==> config.mk <==
export PLATFORM = sky130hd
export DESIGN_NAME = sms_user_data_septet_packer_top
export DESIGN_NICKNAME = d
export VERILOG_FILES = /design/src/rtl/core/smsup_pkg.sv /design/src/rtl/core/smsup_front.sv /design/src/rtl/core/smsup_job_fifo.sv /design/src/rtl/core/smsup_back.sv /design/src/rtl/core/sms_user_data_septet_packer_top.sv
export SDC_FILE = /design/constraint.sdc
export NUM_CORES = 1
export LEC_CHECK = 0
export ABC_AREA = 1
export BUFFER_PORTS_ARGS = -buffer_cell sky130_fd_sc_hd__buf_2
export CAP_MARGIN = 20
export CORE_MARGIN = 5
export CORE_UTILIZATION = 45
export CTS_BUF_LIST = sky130_fd_sc_hd__clkbuf_8
export CTS_CLUSTER_SIZE = 40
export DETAILED_ROUTE_END_ITERATION = 8
export PLACE_DENSITY = 0.71
export SETUP_SLACK_MARGIN = 0.4
export SYNTH_ARGS = -nofsm -noshare
export SYNTH_HDL_FRONTEND = slang
export SYNTH_SLANG_ARGS = --single-unit
==> constraint.sdc <==
create_clock -name i_clk -period 4.6 [get_ports i_clk]
set_clock_uncertainty 0.1 [all_clocks]
set_input_delay 0.23 -clock i_clk [delete_from_list [all_inputs] [get_ports i_clk]]
set_output_delay 0.23 -clock i_clk [all_outputs]
set_load 0.005 [all_outputs]
==> src/rtl/core/smsup_pkg.sv <==
// shared types and constants of the sms user-data septet packer
// used by smsup_front, smsup_job_fifo, smsup_back and the top level
package smsup_pkg;

    // format mode codes
    localparam logic [1:0] MODE_TEXT7     = 2'd0;
    localparam logic [1:0] MODE_TWO_OCTET = 2'd1;
    localparam logic [1:0] MODE_HEX       = 2'd2;

    // character limits per mode
    localparam logic [7:0] LIMIT_TEXT7     = 8'd160;
    localparam logic [7:0] LIMIT_TWO_OCTET = 8'd70;
    localparam logic [7:0] LIMIT_HEX       = 8'd80;

    // two-octet mode constants and the septet mask
    localparam logic [7:0] HIGH_CHAR_BASE = 8'hC0;
    localparam logic [7:0] HIGH_CHAR_OFFS = 8'hB0;
    localparam logic [7:0] HIGH_CHAR_PAGE = 8'h04;
    localparam logic [7:0] LOW_CHAR_PAGE  = 8'h00;
    localparam logic [6:0] SEPTET_MASK    = 7'h7F;

    // results of one item, slots 0 .. cnt-1 valid
    localparam int JOB_SLOTS = 3;

    typedef struct packed {
        logic [JOB_SLOTS-1:0][7:0] oct;
        logic [1:0]                cnt;
        logic                      eom;
        logic                      nodata;
    } t_job;

    // job queue status seen by the top level and back
    typedef struct packed {
        logic full;
        logic nonempty;
    } t_q_status;

endpackage

==> src/rtl/core/smsup_front.sv <==
// front part: accepts characters, holds mode and packing state, builds one job per item
// depends on smsup_pkg
module smsup_front (
    input  logic               i_clk,
    input  logic               i_rst_n,
    input  logic               i_cfg_we,
    input  logic [1:0]         i_cfg_wdata,
    input  logic               i_accept,
    input  logic [7:0]         i_char_code,
    input  logic               i_final_char,
    output logic               o_job_push,
    output smsup_pkg::t_job    o_job
);
    import smsup_pkg::*;

    typedef struct packed {
        logic       emit;
        logic [7:0] octet;
        logic [7:0] acc;
        logic [2:0] fill;
    } t_pack;

    // merge one septet into the partial octet
    function automatic t_pack pack_septet(input logic [7:0] acc, input logic [2:0] fill,
                                          input logic [6:0] sept);
        t_pack      res;
        logic [7:0] merged;
        merged = acc | 8'(({1'b0, sept}) << fill);
        if (fill != 3'd0) begin
            res.emit  = 1'b1;
            res.octet = merged;
            res.acc   = 8'({1'b0, sept} >> (4'd8 - {1'b0, fill}));
            res.fill  = fill - 3'd1;
        end else begin
            res.emit  = 1'b0;
            res.octet = merged;
            res.acc   = merged;
            res.fill  = 3'd7;
        end
        return res;
    endfunction

    // uppercase ascii hex digit
    function automatic logic [6:0] hex_digit(input logic [3:0] nib);
        logic [6:0] d;
        if (nib >= 4'd10) begin
            d = 7'({3'd0, nib} + 7'd55);
        end else begin
            d = 7'({3'd0, nib} + 7'd48);
        end
        return d;
    endfunction

    logic [1:0] r_mode;
    logic [7:0] r_acc, n_acc;
    logic [2:0] r_fill, n_fill;
    logic [7:0] r_count, n_count;

    logic [7:0] limit;
    logic       take;
    logic [6:0] sept_a;
    t_pack      p1, p2;
    t_job       job;
    logic [1:0] k;

    // mode limit, first septet and the packing of both septets
    always_comb begin
        case (r_mode)
            MODE_TEXT7:     limit = LIMIT_TEXT7;
            MODE_TWO_OCTET: limit = LIMIT_TWO_OCTET;
            MODE_HEX:       limit = LIMIT_HEX;
            default:        limit = 8'd0;
        endcase
        take   = r_count < limit;
        sept_a = (r_mode == MODE_HEX) ? hex_digit(i_char_code[7:4])
                                      : (i_char_code[6:0] & SEPTET_MASK);
        p1     = pack_septet(r_acc, r_fill, sept_a);
        p2     = pack_septet(p1.acc, p1.fill, hex_digit(i_char_code[3:0]));
    end

    // build the job and next packing state
    always_comb begin
        job     = '0;
        k       = 2'd0;
        n_acc   = r_acc;
        n_fill  = r_fill;
        n_count = r_count;
        if (take) begin
            n_count = r_count + 8'd1;
            case (r_mode)
                MODE_TEXT7: begin
                    if (p1.emit) begin
                        job.oct[k] = p1.octet;
                        k          = k + 2'd1;
                    end
                    n_acc  = p1.acc;
                    n_fill = p1.fill;
                end
                MODE_TWO_OCTET: begin
                    if (i_char_code >= HIGH_CHAR_BASE) begin
                        job.oct[0] = HIGH_CHAR_PAGE;
                        job.oct[1] = i_char_code - HIGH_CHAR_OFFS;
                    end else begin
                        job.oct[0] = LOW_CHAR_PAGE;
                        job.oct[1] = i_char_code;
                    end
                    k = 2'd2;
                end
                MODE_HEX: begin
                    if (p1.emit) begin
                        job.oct[k] = p1.octet;
                        k          = k + 2'd1;
                    end
                    if (p2.emit) begin
                        job.oct[k] = p2.octet;
                        k          = k + 2'd1;
                    end
                    n_acc  = p2.acc;
                    n_fill = p2.fill;
                end
                default: begin
                    k = 2'd0;
                end
            endcase
        end
        // end of message: flush and mark
        if (i_final_char) begin
            if (n_fill != 3'd0) begin
                job.oct[k] = n_acc;
                k          = k + 2'd1;
            end
            if (k == 2'd0) begin
                job.oct[0] = 8'd0;
                job.nodata = 1'b1;
                k          = 2'd1;
            end
            job.eom = 1'b1;
            n_acc   = 8'd0;
            n_fill  = 3'd0;
            n_count = 8'd0;
        end
        job.cnt = k;
    end

    assign o_job      = job;
    assign o_job_push = i_accept && (k != 2'd0);

    // mode register
    always_ff @(posedge i_clk) begin
        if (!i_rst_n) begin
            r_mode <= MODE_TEXT7;
        end else if (i_cfg_we) begin
            r_mode <= i_cfg_wdata;
        end
    end

    // packing state
    always_ff @(posedge i_clk) begin
        if (!i_rst_n) begin
            r_acc   <= 8'd0;
            r_fill  <= 3'd0;
            r_count <= 8'd0;
        end else if (i_accept) begin
            r_acc   <= n_acc;
            r_fill  <= n_fill;
            r_count <= n_count;
        end
    end

endmodule

==> src/rtl/core/smsup_job_fifo.sv <==
// two-entry job queue between front and back parts
// depends on smsup_pkg
module smsup_job_fifo (
    input  logic                 i_clk,
    input  logic                 i_rst_n,
    input  logic                 i_push,
    input  smsup_pkg::t_job      i_job,
    input  logic                 i_pop,
    output smsup_pkg::t_job      o_job,
    output smsup_pkg::t_q_status o_status
);
    import smsup_pkg::*;

    t_job       r_mem [2];
    logic       r_wptr, r_rptr;
    logic [1:0] r_count, n_count;
    logic       do_push, do_pop;

    assign o_status.full     = (r_count == 2'd2);
    assign o_status.nonempty = (r_count != 2'd0);
    assign do_push = i_push && !o_status.full;
    assign do_pop  = i_pop && o_status.nonempty;
    assign o_job   = r_mem[r_rptr];

    // occupancy
    always_comb begin
        n_count = r_count;
        if (do_push && !do_pop) begin
            n_count = r_count + 2'd1;
        end else if (do_pop && !do_push) begin
            n_count = r_count - 2'd1;
        end
    end

    // pointers and count
    always_ff @(posedge i_clk) begin
        if (!i_rst_n) begin
            r_wptr  <= 1'b0;
            r_rptr  <= 1'b0;
            r_count <= 2'd0;
        end else begin
            if (do_push) begin
                r_wptr <= !r_wptr;
            end
            if (do_pop) begin
                r_rptr <= !r_rptr;
            end
            r_count <= n_count;
        end
    end

    // entry storage
    always_ff @(posedge i_clk) begin
        if (do_push) begin
            r_mem[r_wptr] <= i_job;
        end
    end

endmodule

==> src/rtl/core/smsup_back.sv <==
// back part: takes jobs from the queue and hands out one result item per cycle while popped
// depends on smsup_pkg
module smsup_back (
    input  logic                 i_clk,
    input  logic                 i_rst_n,
    input  smsup_pkg::t_job      i_job,
    input  smsup_pkg::t_q_status i_q_status,
    output logic                 o_q_pop,
    input  logic                 i_pop,
    output logic                 o_empty,
    output logic [7:0]           o_octet,
    output logic                 o_no_data,
    output logic                 o_end_of_message
);
    import smsup_pkg::*;

    t_job       r_job;
    logic       r_valid;
    logic [1:0] r_idx;
    logic       last;
    logic       load;

    assign last    = (r_idx == (r_job.cnt - 2'd1));
    assign load    = !r_valid || (i_pop && last);
    assign o_q_pop = load && i_q_status.nonempty;

    // result ports
    assign o_empty          = !r_valid;
    assign o_octet          = r_job.oct[r_idx];
    assign o_no_data        = r_job.nodata;
    assign o_end_of_message = r_job.eom && last;

    // current job control
    always_ff @(posedge i_clk) begin
        if (!i_rst_n) begin
            r_valid <= 1'b0;
            r_idx   <= 2'd0;
        end else if (load) begin
            r_valid <= i_q_status.nonempty;
            r_idx   <= 2'd0;
        end else if (i_pop) begin
            r_idx   <= r_idx + 2'd1;
        end
    end

    // current job payload
    always_ff @(posedge i_clk) begin
        if (load) begin
            r_job <= i_job;
        end
    end

`ifndef SYNTHESIS
    a_idx_in_job: assert property (@(posedge i_clk) disable iff (!i_rst_n)
        r_valid |-> (r_idx < r_job.cnt))
        else $error("result slot index beyond job size");
    a_job_not_empty: assert property (@(posedge i_clk) disable iff (!i_rst_n)
        r_valid |-> (r_job.cnt != 2'd0))
        else $error("empty job loaded");
    a_nodata_alone: assert property (@(posedge i_clk) disable iff (!i_rst_n)
        (r_valid && r_job.nodata) |-> (r_job.cnt == 2'd1 && r_job.eom))
        else $error("no-data marker not a lone end item");
    a_hold_unpopped: assert property (@(posedge i_clk) disable iff (!i_rst_n)
        (r_valid && !i_pop) |=> (r_valid && $stable(r_idx)))
        else $error("waiting result item changed without pop");
`endif

endmodule

==> src/rtl/core/sms_user_data_septet_packer_top.sv <==
// path: an item is registered in the job queue, then in the back job register
// throughput: one character per cycle while the two-entry job queue has room; results
// leave at one item per cycle from the back part while popped; an item gives 0 to 3
// results (one or two in hex mode, two in two-octet mode, plus a flush)
// reset: synchronous, active low; clears mode to 7-bit text, packing state, queue, output
// depends on smsup_pkg, smsup_front, smsup_job_fifo, smsup_back
module sms_user_data_septet_packer_top (
    input  logic       i_clk,
    input  logic       i_rst_n,
    input  logic       i_cfg_we,
    input  logic [1:0] i_cfg_wdata,
    input  logic       push,
    output logic       full,
    input  logic [7:0] i_char_code,
    input  logic       i_final_char,
    output logic       empty,
    input  logic       pop,
    output logic [7:0] o_octet,
    output logic       o_no_data,
    output logic       o_end_of_message
);
    import smsup_pkg::*;

    t_job      front_job;
    logic      front_push;
    t_job      q_job;
    t_q_status q_status;
    logic      q_pop;
    logic      accept;

    assign full   = q_status.full;
    assign accept = push && !q_status.full;

    // character intake and packing
    smsup_front u_front (
        .i_clk        (i_clk),
        .i_rst_n      (i_rst_n),
        .i_cfg_we     (i_cfg_we),
        .i_cfg_wdata  (i_cfg_wdata),
        .i_accept     (accept),
        .i_char_code  (i_char_code),
        .i_final_char (i_final_char),
        .o_job_push   (front_push),
        .o_job        (front_job)
    );

    // job queue
    smsup_job_fifo u_fifo (
        .i_clk    (i_clk),
        .i_rst_n  (i_rst_n),
        .i_push   (front_push),
        .i_job    (front_job),
        .i_pop    (q_pop),
        .o_job    (q_job),
        .o_status (q_status)
    );

    // result output
    smsup_back u_back (
        .i_clk            (i_clk),
        .i_rst_n          (i_rst_n),
        .i_job            (q_job),
        .i_q_status       (q_status),
        .o_q_pop          (q_pop),
        .i_pop            (pop),
        .o_empty          (empty),
        .o_octet          (o_octet),
        .o_no_data        (o_no_data),
        .o_end_of_message (o_end_of_message)
    );

endmodule
Word-level counts from Yosys, hierarchy flattened. Memory sizes are Yosys's and may differ from the RTL's. A register that Yosys moved wholly into a read port is not among the register bits. Index checks and enable logic that the tools add are counted.

Add/sub/neg operators: 16. Order comparisons: 9. Equal/unequal tests: 4. Shift operators: 4. Mux-type cells: 50. Bitwise operators: 3. Reductions and logical operators: 29.

Operators with widths (count): 24-bit two-way mux (4); 8-bit two-way mux (12); 24-bit bitwise mux (2); 8-bit case mux with 3 select lines (2); 20-bit two-way mux (2); 8-bit demux with 2-bit select (2); 8-bit case mux with 2 select lines (2); 4-bit by 6-bit adder with 7-bit output (second input constant) (4); 2-bit two-way mux (11); 7-bit two-way mux (3); 8-bit binary-select mux with 2-bit select (1); 16-bit two-way mux (1); 8-bit OR (2); 7-bit by 3-bit left shift with 8-bit output (2); 7-bit by 4-bit >> shifter with 8-bit output (2); 1-bit logical AND (11); 2-bit by 3-bit < comparator with 1-bit output (second input constant) (3); 3-bit nonzero test (3); 2-bit by 1-bit adder with 2-bit output (second input constant) (4); 8-bit by 1-bit adder with 8-bit output (second input constant) (1); 4-bit greater-or-equal comparator (second input constant) (2); 8-bit greater-or-equal comparator (second input constant) (1); 8-bit < comparator (1); 2-bit nonzero test (4); other kinds (18) (33).

Flip-flop bits (word level): 28. Bits in writable memories: 56. Input port bits: 16. Output and inout bits: 12. Word-level logic and storage cells: 125. Memories: 1.

Memory list: u_fifo.r_mem (depth 2, width 28, rd ports 1, clocked after Yosys merged registers in 1, write ports 1, RTL line smsup_job_fifo.sv:14) `t_job r_mem [2];`.

Depth between registers and ports, before layout.
Word-level depth: 26. Gate-level depth with buffers: 31. Depth with buffers taken out: 28.

Hierarchy. From an unflattened synthesis, not the netlist that was laid out.

Cells, all modules: 851. Area, all modules: 7095.6 µm².

By module, submodules not included: smsup_front (instances 1, cells each 633, area an instance 3490.8 µm², seq. area each 420.4 µm²); smsup_job_fifo (instances 1, cells each 124, area an instance 2368.5 µm², seq. area each 1781.7 µm²); smsup_back (instances 1, cells each 92, area an instance 1226.2 µm², seq. area each 900.9 µm²); sms_user_data_septet_packer_top (instances 1, cells each 2, area an instance 10.0 µm², seq. area each 0.0 µm²).

Worst setup path after synthesis. OpenSTA, ideal clock, no wires.

Path kind: register -> register. From: reg u_front.r_fill[0]. To: mem u_fifo.r_mem[0][0] (netlist bit), enable pin. Library setup time: 413 ps. Arrival time: 4562 ps. Required time: 4087 ps. Slack: -475 ps. Stages on the path, launching flop included: 24. Path buffers: 3. Period minus slack after synthesis: 5075 ps. Cell sequence: dfxtp_1 > buf_4 > inv_2 > buf_2 > ha_1 > ha_1 > buf_6 > inv_4 > nand3_1 > inv_2 > ha_1 > inv_1 > ha_1 > a22oi_1 > nor2_4 > inv_1 > ha_1 > nand2_2 > nand2_2 > nand3_1 > nand2_1 > nand2_2 > nand2_1 > nor2_1.

Cells in the longest elaborated chain, start to end: 20. Elaborated cells on any way between the ends: 27. Classes of those cells: add/sub: 4; mux: 16; reduce/logical: 7.

Ends and longest elaborated chain: start, declared (RTL line smsup_front.sv:56) `logic [2:0] r_fill, n_fill;`; start signal, assigned (RTL line smsup_front.sv:165) `r_fill <= n_fill;`; 3-bit nonzero test (RTL line smsup_front.sv:29) `if (fill != 3'd0) begin`; 20-bit two-way mux (RTL line smsup_front.sv:29); 1-bit two-way mux (RTL line smsup_front.sv:92, smsup_front.sv:110); 2-bit two-way mux (RTL line smsup_front.sv:90) `case (r_mode)`; 2-bit two-way mux (RTL line smsup_front.sv:88) `if (take) begin`; 2-bit by 1-bit adder with 2-bit output (RTL line smsup_front.sv:116) `k = k + 2'd1;`; 2-bit two-way mux (RTL line smsup_front.sv:114) `if (p2.emit) begin`; 2-bit case mux with 3 select lines (RTL line smsup_front.sv:90); [... 4 more ...]; 2-bit zero test (RTL line smsup_front.sv:132) `if (k == 2'd0) begin`; 2-bit two-way mux (RTL line smsup_front.sv:132); 2-bit two-way mux (*) (RTL line smsup_front.sv:127) `if (i_final_char) begin`; 2-bit nonzero test (*) (RTL line smsup_front.sv:146) `assign o_job_push = i_accept && (k != 2'd0);`; 1-bit logical AND (*) (RTL line smsup_front.sv:146); 1-bit logical AND (*) (RTL line smsup_job_fifo.sv:21) `assign do_push = i_push && !o_status.full;`; 1-bit two-way mux (*) (RTL line smsup_job_fifo.sv:54) `if (do_push) begin`; 1-bit two-way mux (not written as such) (*) (RTL line smsup_job_fifo.sv:55) `r_mem[r_wptr] <= i_job;`; end, declared (RTL line smsup_job_fifo.sv:14).

Mark *: on every way between the ends. The rest lies on a longest branch, timed or not. The select of a mux whose other input is x is not followed.

==> results.cfg <==
[layout]
regArea_um2 = 3083
insertedDiodeCount = 0
layout.cells.non_filler = 1111
multi_input_area_um2 = 3307
nFillCells = 1432
syn2layout_area_growth_pct = 8.846
layout.nets = 958
final_cell_area_um2 = 7421
layout-drive-gt1-share_pct = 11.81

[clock_network]
cts_root_buf = clkbuf_8
cts_made_buffers = 9
clock_latency_ns = 0.37
path_clk_slew_ns = 0.10
hold_buffers = 0
cts_max_level = 3
cts_buffer_depth = 2
cts_tree = done
clock_sinks = 112

[synth]
synthMostInstantiatedCell = nand2_1
seq_area_frac_synth_pct = 45.22
synth_edf_count = 84
syn_area_um2 = 6818
synth_xor_area_share_pct = 0.3854
syn_inst = 893
syn-num-nets = 933
ys_top_cells_by_area = edfxtp_1, nand2_1, dfxtp_1
netlist.top_cell.by_area = edfxtp_1
synth_common_cells = nand2_1, nand3_1, edfxtp_1, inv_1, o21ai_0
synth.distinct_cells = 44
synthMuxAreaShare_pct = 0.1468
yosys.area_share.simple_pct = 31.27
synth_compound_area_share_pct = 11.49
avgSynthCellArea_um2 = 7.635
synthArstFlopShare_pct = 0
synth_top_area_share_pct = 37.00
synth_adder_area_share_pct = 4.404
ys_warn_count = 0
synthFlopType = edfxtp_1
synth_top_family_by_area = simple AND/OR/NAND/NOR gates
ys_ff_latch = 112

[global_routing]
antenna_found_initial = 0
grt_pass1_wl_um = 27460
grt_max_degree = 32
overflow = 0
grtUsageTotal_pct = 19.29
grt_pass1_vias = 5525

[drt]
ant_nets = 0
wire_per_inst_um = 15.08
vias = 5995
drtIter0Drc = 575
dr.pass1.iters = 6
vias_per_cell = 5.396
drc = 0
postRouteWirelength_um = 16760

[pwr]
irDropWorstVdd_v = 0.0001780
pwr_density_cell_nw_per_um2 = 447.5
leakage_nw = 3.304

[timing]
fmax_ghz = 0.2564
worstMarginPinSlew_ns = 1.110
layout_setup_ws_ns = 0.6994
hold_viol = 0
finalCriticalPeriod_ns = 3.901
finalSetupTns_ns = 0
rsz0062_at_grt = false
max_slew_margin_pct = 25.92
drv_slew = 0
fin_crit_sh_pct = 84.80
finalSetupViolCount = 0

[worst_setup_path]
crit_buf_inv = 8
cpPeakStageDelay_ns = 0.35
arrival_ns = 4.07
crit_fanout = 13
r2r_slack_ns = 0.70
cp-start-kind = flop
path_class = reg2reg
critical_path.slowest_cell = dfxtp_1
critical_path_required_ns = 4.76
crit_path_frequent_cell = nand2_1
crit_family = adder cells
end_kind = flop

[placement]
dp_hpwl_um = 12870
placed_area_um2 = 7167
gp_congestion = 1.066
dpl.cell_count = 1091
port_buffers = 27
pre_cts_slack_ns = 0.4185

[run_status]
outcome = complete, no violations

[floorplanning]
rows = 45
design.core.area_um2 = 15030
io_pins = 28
die_y_um = 133.1
dieArea_um2 = 17710
start_util_pct = 45.35
die_x_um = 133.1

[flow_run]
drv_cap = 0

[worst_hold_path]
hold_class = in2reg
==> report_power, final <==
part | internal, mW | switching (mW)
clock | 0.244 | 0.304
sequential | 1.42 | 0.113
combinational | 0.390 | 0.845
==> sequential cells by signal, summed over array words and instances, names as in the netlist <==
| register | flops |
|---|---|
| u_back.o_no_data | 1 |
| u_back.r_idx | 2 |
| u_back.r_job | 27 |
| u_back.r_valid | 1 |
| u_fifo.r_count | 2 |
| u_fifo.r_mem | 56 |
| u_fifo.r_rptr | 1 |
| u_fifo.r_wptr | 1 |
| u_front.r_acc | 8 |
| u_front.r_count | 8 |
| u_front.r_fill | 3 |
| u_front.r_mode | 2 |
==> path summary, 6_finish.rpt <==
kind / to / cells past startpoint / startpoint
hold reg to reg: u_front.r_acc[3] / 2 / u_front.r_acc[3]
setup / recovery: u_fifo.r_count[1] / 29 / u_front.r_fill[0]
hold / removal: u_back.r_idx[0] / 3 / pop
setup reg to reg: u_fifo.r_count[1] / 29 / u_front.r_fill[0]
==> final cells by class <==
type / instances / area share [%]
Timing Repair inverter: 1 / 0.1012
Timing Repair Buffer: 41 / 3.237
Sequential cell: 112 / 41.54
Inverter: 92 / 4.923
Clock buffer: 9 / 1.669
Clock inverter: 7 / 0.7924
Tap cell: 188 / 3.170
Multi-Input combinational cell: 661 / 44.56
==> metrics by stage <==
stage	utilization [%]	total power, mW	hold WS, ns
6_report	49.36	3.321	0.03729
5_1_grt	49.36	3.575	0.03349
4_1_cts	48.94	3.322	0.01351
3_5_place_dp	47.67	2.773	0.3574
3_3_place_gp	47.67	2.748	0.3522
2_1_floorplan	-	2.412	0.2289
==> layout by cell type, fill, tap and decap left out, drive strengths merged, types with 3 or more instances in the layout <==
cell and count:
nand2 316, nand4 10, a21oi 52, a22oi 4
ha 24, o221ai 3, clkbuf 9, o21ai 62
edfxtp 84, nand3 98, nor3 6, clkinv 4
nor2 58, clkinvlp 3, o211ai 5, inv 92
buf 41, dfxtp 28, a31oi 3, o22ai 6
==> worst reg2reg max path: cells and delay by family, from the launching register on <==
kind | cells | cell delay (ns)
AOI/OAI and AO/OA | 5 | 0.54
buffers and inverters | 8 | 0.69
and+or+nand+nor | 11 | 0.96
DFF | 1 | 0.35
adders and majority gates | 5 | 1.14
==> kinds of logic after synthesis <==
group                    after synthesis
AND/OR/NAND/NOR                      494
AO/OA/AOI/OAI                        139
buffers and inverters                120
flip-flops                           112
adder cells (fa/ha/maj)               24
XOR/XNOR                               3
multiplexers                           1
==> timing repair <==
action / CTS / global route
buffers inserted: 0 / 3
setup endpoints to repair: 28 / 58
hold endpoints to repair: 0 / 0
cloned: 1 / 0
pin swaps: 0 / 3
gates resized for setup: 1 / 10
==> routing by layer <==
| layer | part of all wire (%) | global-route usage, % | vias up |
|---|---|---|---|
| met5 | 0 | 0 | - |
| met4 | 3.2 | 8.083 | 0 |
| met3 | 5.7 | 3.384 | 36 |
| met2 | 46 | 31.35 | 202 |
| met1 | 45 | 25.45 | 2729 |
| li1 | - | - | 3028 |
(Power assumes the default switching activity.)
